--- config.mk ---
export PLATFORM = sky130hd
export DESIGN_NAME = bmr_ram
export DESIGN_NICKNAME = d
export VERILOG_FILES = /design/src/bmr_ram.sv
export SDC_FILE = /design/constraint.sdc
export NUM_CORES = 2
export LEC_CHECK = 0
export ABC_AREA = 1
export BUFFER_PORTS_ARGS = -buffer_cell sky130_fd_sc_hd__clkbuf_2
export CORE_ASPECT_RATIO = 2
export CORE_UTILIZATION = 55
export DETAILED_ROUTE_END_ITERATION = 10
export PLACE_DENSITY_LB_ADDON = 0.08
export SYNTH_ARGS = -nofsm -noshare
export SYNTH_HDL_FRONTEND = slang
export SYNTH_SLANG_ARGS = --single-unit
export TNS_END_PERCENT = 50
--- constraint.sdc ---
create_clock -name clk -period 7.18 [get_ports clk]
set_clock_uncertainty 0.2 [all_clocks]
set_input_delay 0.718 -clock clk [delete_from_list [all_inputs] [get_ports clk]]
set_output_delay 0.718 -clock clk [all_outputs]
set_load 0.03 [all_outputs]
--- src/bmr_ram.sv ---
`default_nettype none
module bmr_ram #(
	parameter int WIDTH = 32,
	parameter int DEPTH = 64
) (
	input  logic                     clk,
	input  logic                     we,
	input  logic [$clog2(DEPTH)-1:0] waddr,
	input  logic [WIDTH-1:0]         wdata,
	input  logic [$clog2(DEPTH)-1:0] raddr,
	output logic [WIDTH-1:0]         rdata
);

	logic [WIDTH-1:0] mem [DEPTH];

	// one write port, registered read port
	always_ff @(posedge clk) begin
		if (we) begin
			mem[waddr] <= wdata;
		end
		rdata <= mem[raddr];
	end

endmodule
`default_nettype wire

==> summary.md <==
| Metric | Value |
|---|---|
| Status | `finished, final reports clean` |
| Fmax | `269.3 MHz` |
| Skew-Pair Late Insertion Delay | `0.83 ns` |
| HP Class | `in2reg` |
| Max-slew violations | `0` |
| Most frequent cells in the layout | `nand2_1, edfxtp_1, nand3_1, clkbuf_16, buf_4` |
| Post-Syn Nets | `6,815` |
| Nets@finish | `6,766` |
| Cell row count | `201` |
| Final worst path period share | `51.72%` |
| H-tree levels | `4` |
| Root Buffer | `clkbuf_16` |
| Hold Path Origin | `raddr[3]` |
| Placed Cells | `8,464` |
| Reg2Reg Launch Point | `mem[11][4]` |
| Sequential Area | `0.06214 mm²` |
| Mean post-synth cell area | `12.22 µm²` |
| Sequential share of the synthesized area | `75.10%` |
| Mapped cell area | `0.08274 mm²` |
| Finished Layout Cells | `8,800` |
| Design Area, Final | `0.09087 mm²` |
| Antenna-violating nets left | `0` |
| Total grt overflow | `0` |
| Max_slew headroom | `17.17%` |
| Critical path origin | `raddr[0]` |
| Clk sinks | `2,080` |
| Max_cap viols | `0` |
| Crit start category | `primary input` |
| Clock buffer depth | `4` |
| Setup TNS | `0 ns` |
| Area of the multi-input gates | `0.01877 mm²` |
| Area growth syn-to-layout | `9.830%` |
| # IOs | `78` |
| Setup violators final | `0` |
| Die width | `276.3 µm` |
| Largest net degree at the start of global routing | `214` |
| Residual DRC | `0` |
| FILL cells | `11,660` |
| Leakage Power | `0.03184 µW` |
| Post-CTS Setup Inserts | `0` |
| Core area | `0.1496 mm²` |
| VDD IR max | `188.8 µV` |
| Initial antenna violation count | `16` |
| WL/cell | `28.29 µm` |
| Yosys warns | `0` |
| FF+latch count, synth | `2,080` |
| Hold-fix buffer count after cts | `0` |
| Starting density of the core | `55.29%` |
| Crit Path Max Fanout | `213` |
| RSZ-0062 raised after global routing | `false` |
| Routed WL | `249,000 µm` |
| Final-report hold violation count | `0` |
| CTS resizes | `0` |
| Crit. End Element | `flip-flop` |
| Clock-pin transition on the worst setup and hold timing paths | `0.07 ns` |
| Critical path class | `in2reg` |
| Worst EP required | `7.71 ns` |
| Layout cells sized above 1 | `7.882%` |
| DR vias | `54,270` |
| Initial drt markers | `5,901` |
| Final worst slack | `3.467 ns` |
| Synth cell types | `16` |
| CTS tree | `yes` |
| Final estimated routing congestion in global placement | `0.8874` |
| WP data arrival | `4.25 ns` |
| Placement Cell Area | `0.08509 mm²` |
| Port Buf Inserts | `77` |
| HPWL after detailed placement | `128,700 µm` |
| Gr usage total | `32.60%` |
| CTS buffer count | `182` |
| Die ar. | `0.1521 mm²` |
| Most common cell after layout, fill and taps aside | `nand2_1` |
| Vias per cell | `6.167` |
| Worst-Margin Slew | `1.242 ns` |
| Die Y | `550.5 µm` |
| Final period demand of the worst path | `3.713 ns` |
| First-pass GRT wire length | `357,700 µm` |
| Drt pass-1 iters | `5` |
| Pwr dens | `273.1 mW/mm²` |
| Setup WS pre-CTS | `2.757 ns` |
| Post-Synthesis Cells | `6,769` |
| Vias in the first global route | `52,020` |
-- synthesized netlist by cell type --
library cell     n  share of area (%)
nor4_1           8              0.060
buf_8            2              0.036
buf_4           45               0.41
dfxtp_1         32               0.77
clkbuf_1        77               0.35
edfxtp_1      2048                 74
nor2_1          56               0.25
buf_6            3              0.041
nand4_1          9              0.068
nand2_1       2248                 10
buf_2          282                1.7
buf_1           40               0.18
inv_1            9              0.041
inv_2            2             0.0091
nand3_1       1907                 12
inv_4            1             0.0076
-- critical path, cell delays in order --
cell and delay, ns:
buf_8 0.24, inv_16 0.58, buf_4 0.75, nand2_1 0.10, nand3_1 0.11, nand3_1 0.10, nand2_1 0.09, nand2_1 0.09
nand3_1 0.21, nand3_1 0.63, nand2_1 0.28
-- sequential cells by signal (all words and copies together) (netlist names) --
name	cells
mem	2048
rdata	32
-- routing by layer --
metal  vias to the layer above  GRT usage (%)  part of all wire [%]
li1                      23990              -                     -
met1                     27170          40.84                    37
met2                      2545          55.74                    50
met3                       553          4.642                   8.1
met4                        16          16.27                   5.2
met5                         -              0                 0.037
-- power by group --
group	switching [µW]	leakage, µW	total (µW)	internal [µW]
clock network	4330	0.00284	9700	5370
registers	60.2	0.0187	13500	13400
logic	1270	0.0103	1620	352
-- stage by stage --
stage	hold slack, ns	utilization [%]	power [µW]
3_5_place_dp	0.5909	56.87	15360
3_3_place_gp	0.6095	56.87	15330
5_1_grt	0.3448	60.72	25410
2_1_floorplan	0.5214	-	14600
4_1_cts	0.2377	60.71	24880
6_report	0.2800	60.73	24810
-- logic make-up after synthesis --
family                 synth area share, %
buffers and inverters                2.779
flip-flops                           75.10
AND/OR/NAND/NOR                      22.12
-- worst paths after layout --
| path | cells after the start | end | slack (ns) |
|---|---|---|---|
| min | 5 | rdata[17] | 0.28 |
| max reg2reg | 8 | rdata[4] | 4.95 |
| min reg2reg | 8 | rdata[17] | 0.61 |
| max | 11 | rdata[20] | 3.47 |
-- area by class of cell --
type	count	share of cell area, %
tap	1928	2.655
inverter	12	0.08950
antenna	8	0.02203
clock inverter	93	0.8909
timing repair buffer	216	1.860
clock buffer	235	5.446
multi-input combinational	4228	20.65
sequential	2080	68.38
Note: power is estimated with default switching activity, not from simulation.
