===== config.mk =====
export PLATFORM = sky130hd
export DESIGN_NAME = bmr_mulmod
export DESIGN_NICKNAME = d
export VERILOG_FILES = /design/src/bmr_pkg.sv /design/src/bmr_mulmod.sv
export SDC_FILE = /design/constraint.sdc
export NUM_CORES = 1
export LEC_CHECK = 0
export BUFFER_PORTS_ARGS = -buffer_cell sky130_fd_sc_hd__buf_2
export CORE_MARGIN = 2
export CORE_UTILIZATION = 55
export CTS_CLUSTER_SIZE = 25
export DETAILED_ROUTE_END_ITERATION = 8
export PLACE_DENSITY = 0.85
export SYNTH_ARGS = -nofsm -noshare
export SYNTH_HDL_FRONTEND = slang
export SYNTH_SLANG_ARGS = --single-unit

===== constraint.sdc =====
create_clock -name clk -period 6.9 [get_ports clk]
set_input_delay 1.035 -clock clk [delete_from_list [all_inputs] [get_ports clk]]
set_output_delay 1.035 -clock clk [all_outputs]
set_load 0.005 [all_outputs]

===== src/bmr_pkg.sv =====
`default_nettype none
package bmr_pkg;

	// data and count widths
	localparam int W          = 31;
	localparam int CW         = 7;
	localparam int MAX_TERMS  = 64;
	localparam int POLY_DEPTH = MAX_TERMS + 1;
	localparam int TAW        = $clog2(MAX_TERMS);
	localparam int PAW        = $clog2(POLY_DEPTH);
	localparam int SW         = $clog2(W);

	localparam logic [W-1:0] RESET_MODULUS = 31'd1000000007;

	// input item
	typedef struct packed {
		logic [W-1:0] term_value;
		logic         last_term;
	} bmr_in_t;

	// result item
	typedef struct packed {
		logic [W-1:0]  coefficient;
		logic [CW-1:0] coef_index;
		logic [CW-1:0] rec_length;
		logic          run_end;
	} bmr_out_t;

	// request to the shared modular multiplier
	typedef struct packed {
		logic         start;
		logic [W-1:0] a;
		logic [W-1:0] b;
	} mm_req_t;

	// answer of the shared modular multiplier
	typedef struct packed {
		logic         done;
		logic [W-1:0] value;
	} mm_rsp_t;

endpackage
`default_nettype wire


===== src/bmr_mulmod.sv =====
`default_nettype none
module bmr_mulmod import bmr_pkg::*; (
	input  logic         clk,
	input  logic         arst_n,
	input  mm_req_t      req,
	input  logic [W-1:0] pmod,
	output mm_rsp_t      rsp
);

	logic          busy_q;
	logic          red_q;
	logic          done_q;
	logic [SW-1:0] cnt_q;
	logic [W-1:0]  sh_q;
	logic [W-1:0]  yv_q;
	logic [W-1:0]  xh_q;
	logic [W-1:0]  acc_q;
	logic [W+1:0]  t;
	logic [W+1:0]  p1;
	logic [W+1:0]  p2;
	logic [W-1:0]  acc_nxt;

	// one bit of a msb-first interleaved multiply, acc stays below p
	always_comb begin
		p1 = {2'b00, pmod};
		p2 = {1'b0, pmod, 1'b0};
		t  = {1'b0, acc_q, 1'b0} + {2'b00, (sh_q[W-1] ? yv_q : {W{1'b0}})};
		if (t >= p2) begin
			acc_nxt = W'(t - p2);
		end else if (t >= p1) begin
			acc_nxt = W'(t - p1);
		end else begin
			acc_nxt = t[W-1:0];
		end
	end

	// b is first reduced as b*1 when it is not below p
	always_ff @(posedge clk or negedge arst_n) begin
		if (!arst_n) begin
			busy_q <= 1'b0;
			red_q  <= 1'b0;
			done_q <= 1'b0;
			cnt_q  <= '0;
			sh_q   <= '0;
			yv_q   <= '0;
			xh_q   <= '0;
			acc_q  <= '0;
		end else begin
			done_q <= 1'b0;
			if (!busy_q) begin
				if (req.start) begin
					acc_q <= '0;
					cnt_q <= SW'(W - 1);
					if (req.a == '0) begin
						done_q <= 1'b1;
					end else if (req.b >= pmod) begin
						busy_q <= 1'b1;
						red_q  <= 1'b1;
						sh_q   <= req.b;
						yv_q   <= W'(1);
						xh_q   <= req.a;
					end else begin
						busy_q <= 1'b1;
						red_q  <= 1'b0;
						sh_q   <= req.a;
						yv_q   <= req.b;
					end
				end
			end else begin
				acc_q <= acc_nxt;
				sh_q  <= sh_q << 1;
				cnt_q <= cnt_q - SW'(1);
				if (cnt_q == '0) begin
					if (red_q) begin
						red_q <= 1'b0;
						yv_q  <= acc_nxt;
						sh_q  <= xh_q;
						acc_q <= '0;
						cnt_q <= SW'(W - 1);
					end else begin
						busy_q <= 1'b0;
						done_q <= 1'b1;
					end
				end
			end
		end
	end

	assign rsp.done  = done_q;
	assign rsp.value = acc_q;

endmodule
`default_nettype wire


==> results.txt <==
Most frequent cells in the layout -> nand2_1, o21ai_0, dfrtp_1
Final period demand of the worst path -> 6180 ps
Yosys warnings -> 0
Number of post-CTS setup repair buffers -> 0
All-layer global routing usage -> 0.372
Most common cell after layout, fill and taps aside -> nand2_1
Number of clock buffers inserted by TritonCTS -> 17
CTS resizes -> 0
Relative slew slack -> 0.198
Y dimension of the die -> 158 um
Total wire length after detailed routing -> 46100 um
CTS Buffer Depth -> 2
Worst path setup slack after routing -> 718 ps
Netlist area before placement -> 13000 sq um
Path type of the worst setup path -> flip-flop to flip-flop
Post-Route Setup TNS -> 0 ps
CTS root buf -> clkbuf_16
Row count -> 56
Pin count of the biggest net entering global routing -> 87
Number of storage elements in the synthesis netlist -> 132
Total number of vias -> 13600
Max Cap Violations -> 0
Top_reg_cell synth -> dfrtp_1
Total half-perimeter wirelength after legalization and detailed placement -> 34600 um
Number of antenna violations at the first check in global routing -> 0
Number of fill cells in the layout -> 2019
Number of diodes added for antenna fixing -> 0
Largest clock skew in the final design -> 15.4 ps
Average wire length per cell after detail routing -> 22.8 um
DRC viols -> 0
Required @ worst endpoint -> 7190 ps
First-pass GRT wire length -> 70800 um
Endpoint class of the critical path -> flip-flop
Placed instance area -> 13800 sq um
Die area -> 24800 sq um
H-Tree Level Count -> 4
Weighted congestion at the end of routability-driven global placement -> 1.09
Area added between synthesis and finish -> 11.2%
Share of flip-flops with an asynchronous set or reset -> 1.00
Number of distinct library cells after synthesis -> 85
Grt total ovfl -> 0
Number of detailed-route iterations in the first pass -> 9
Clock latency on the worst-skew pair -> 440 ps
Flop2flop setup slack -> 720 ps
Post-place setup slack -> 1010 ps
Number of enable-type register cells in the synthesized netlist -> 0
Max Slew Vio Count -> 0
Count of endpoints failing hold in the final timing report -> 0
Clock-pin slew of the registers on the worst-case setup and hold paths -> 60 ps
Clock tree from TritonCTS -> done
Number of global-route vias before repair -> 12800
Non-Filler Cell Area, Final -> 14400 sq um
Syn Inst Count -> 1612
Unrepaired setup endpoints after global routing -> false
Endpoint arrival time on the critical path -> 6470 ps
Crit Path Max Fanout -> 38
Number of placed I/O pins -> 128
Remaining antenna violation count -> 0
Total number of clock tree sinks -> 132
Combined area of the multi-input logic cells -> 9080 sq um
Period utilisation layout -> 0.896
CTS hold repair buffers -> 0
Worst Max-Slew Pin Slew -> 1200 ps
Critical path startpoint category -> flip-flop
Initial cell density of the core -> 0.556
Hold/Removal Path Class -> flip-flop to flip-flop
Combined flip-flop and latch cell area -> 3300 sq um
Proportion of synthesized chip area in sequential cells -> 0.254
Placeable core area -> 23300 sq um
Number of setup violations in the final report -> 0
Total number of nets in the final design -> 1913
Achievable clock frequency -> 162 MHz
# port buffers -> 127
Run status -> completed
Die extent in x -> 158 um
Mean area per synthesized cell -> 8.05 sq um
Detailed router's first-iteration violation count -> 1570
Fraction of layout cells with a size suffix above 1 -> 0.161
Average via count per standard cell -> 6.71
Synth Net Count -> 1835
==> cell families (layout without fill, tap and decap cells) <==
family,after synthesis,count (layout),share of synthesized area
buffers and inverters,154,245,0.0478
AO/OA/AOI/OAI,547,547,0.274
flip-flops,132,132,0.254
AND/OR/NAND/NOR,518,518,0.196
adder cells (fa/ha/maj),127,127,0.124
XOR/XNOR,70,70,0.0478
multiplexers,64,64,0.0552
==> state kept, by name, summed over array words and instances, names as in the netlist <==
| register | flops |
|---|---|
| red_q | 1 |
| yv_q | 31 |
| acc_q | 31 |
| done_q | 1 |
| xh_q | 31 |
| cnt_q | 5 |
| sh_q | 31 |
| busy_q | 1 |
==> layout make-up <==
class                   count  area share
flip-flops and latches    132       0.229
repair buffers            145      0.0547
multi-input cells        1326       0.629
well taps                 319      0.0276
inverters                  68      0.0177
clock buffers              17      0.0295
clock inverters            15      0.0126
==> cell usage after synthesis, drive strengths merged, types with 12 or more instances <==
library cell	n	share of area
nand2	191	0.055
o21ai	169	0.065
dfrtp	132	0.25
ha	124	0.12
a21oi	118	0.047
nor2	76	0.022
inv	68	0.020
clkbuf	65	0.019
mux2	61	0.053
nand3	60	0.023
xnor2	45	0.031
and2	41	0.020
a21o	34	0.020
o211ai	26	0.016
xor2	25	0.017
a211oi	24	0.015
nor3	23	0.0093
nand4	22	0.011
o21a	22	0.013
buf	21	0.0093
nor4	21	0.011
o31ai	21	0.013
a31oi	19	0.0096
a32oi	15	0.010
o21bai	15	0.0087
or3	13	0.0063
and3	12	0.0058
==> through the flow <==
step | hold slack [ps] | instances | util
CTS | 484 | 2022 | 0.619
global route | 503 | 2022 | 0.619
detailed placement | 470 | 1990 | 0.593
floorplan | 448 | 1612 | -
finish | 482 | 2022 | 0.619
global placement | 460 | 1990 | 0.593
==> worst paths after layout <==
path | from | endpoint | cells past startpoint
worst max-delay path | sh_q[30]$_DFFE_PN0P_ | acc_q[11]$_DFFE_PN0P_ | 21
worst min-delay path | sh_q[23]$_DFFE_PN0P_ | sh_q[23]$_DFFE_PN0P_ | 2
worst max register to register | sh_q[30]$_DFFE_PN0P_ | acc_q[11]$_DFFE_PN0P_ | 21
worst min register to register | sh_q[23]$_DFFE_PN0P_ | sh_q[23]$_DFFE_PN0P_ | 2
max in group asynchronous | arst_n | yv_q[26]$_DFFE_PN0P_ | 2
min in group asynchronous | arst_n | sh_q[6]$_DFFE_PN0P_ | 1
==> layer usage <==
layer | vias to the layer above | GRT usage | wire length (um)
met5 | - | 0.00414 | 0
met4 | 0 | 0.265 | 3900
met3 | 246 | 0.0621 | 4230
li1 | 6137 | - | -
met2 | 859 | 0.581 | 20200
met1 | 6331 | 0.467 | 17700
==> critical path, cell delays in order (launching register included) <==
cell and delay (ps):
dfrtp_1 510, and2_1 210, ha_1 200, fa_1 400
a21o_1 230, a22o_1 200, nor4_2 410, o31a_1 340
o21ai_0 150, a31oi_1 240, nor2_1 110, ha_1 450
nand4_1 230, nor4_1 430, a31oi_1 200, o21bai_1 180
a21oi_1 120, o211ai_2 90, buf_4 420, nor2_2 210
a211oi_1 520, o21ai_0 170
Power is not shown: default switching activity piles up to over one toggle a cycle in this logic, so the estimate is an artifact.
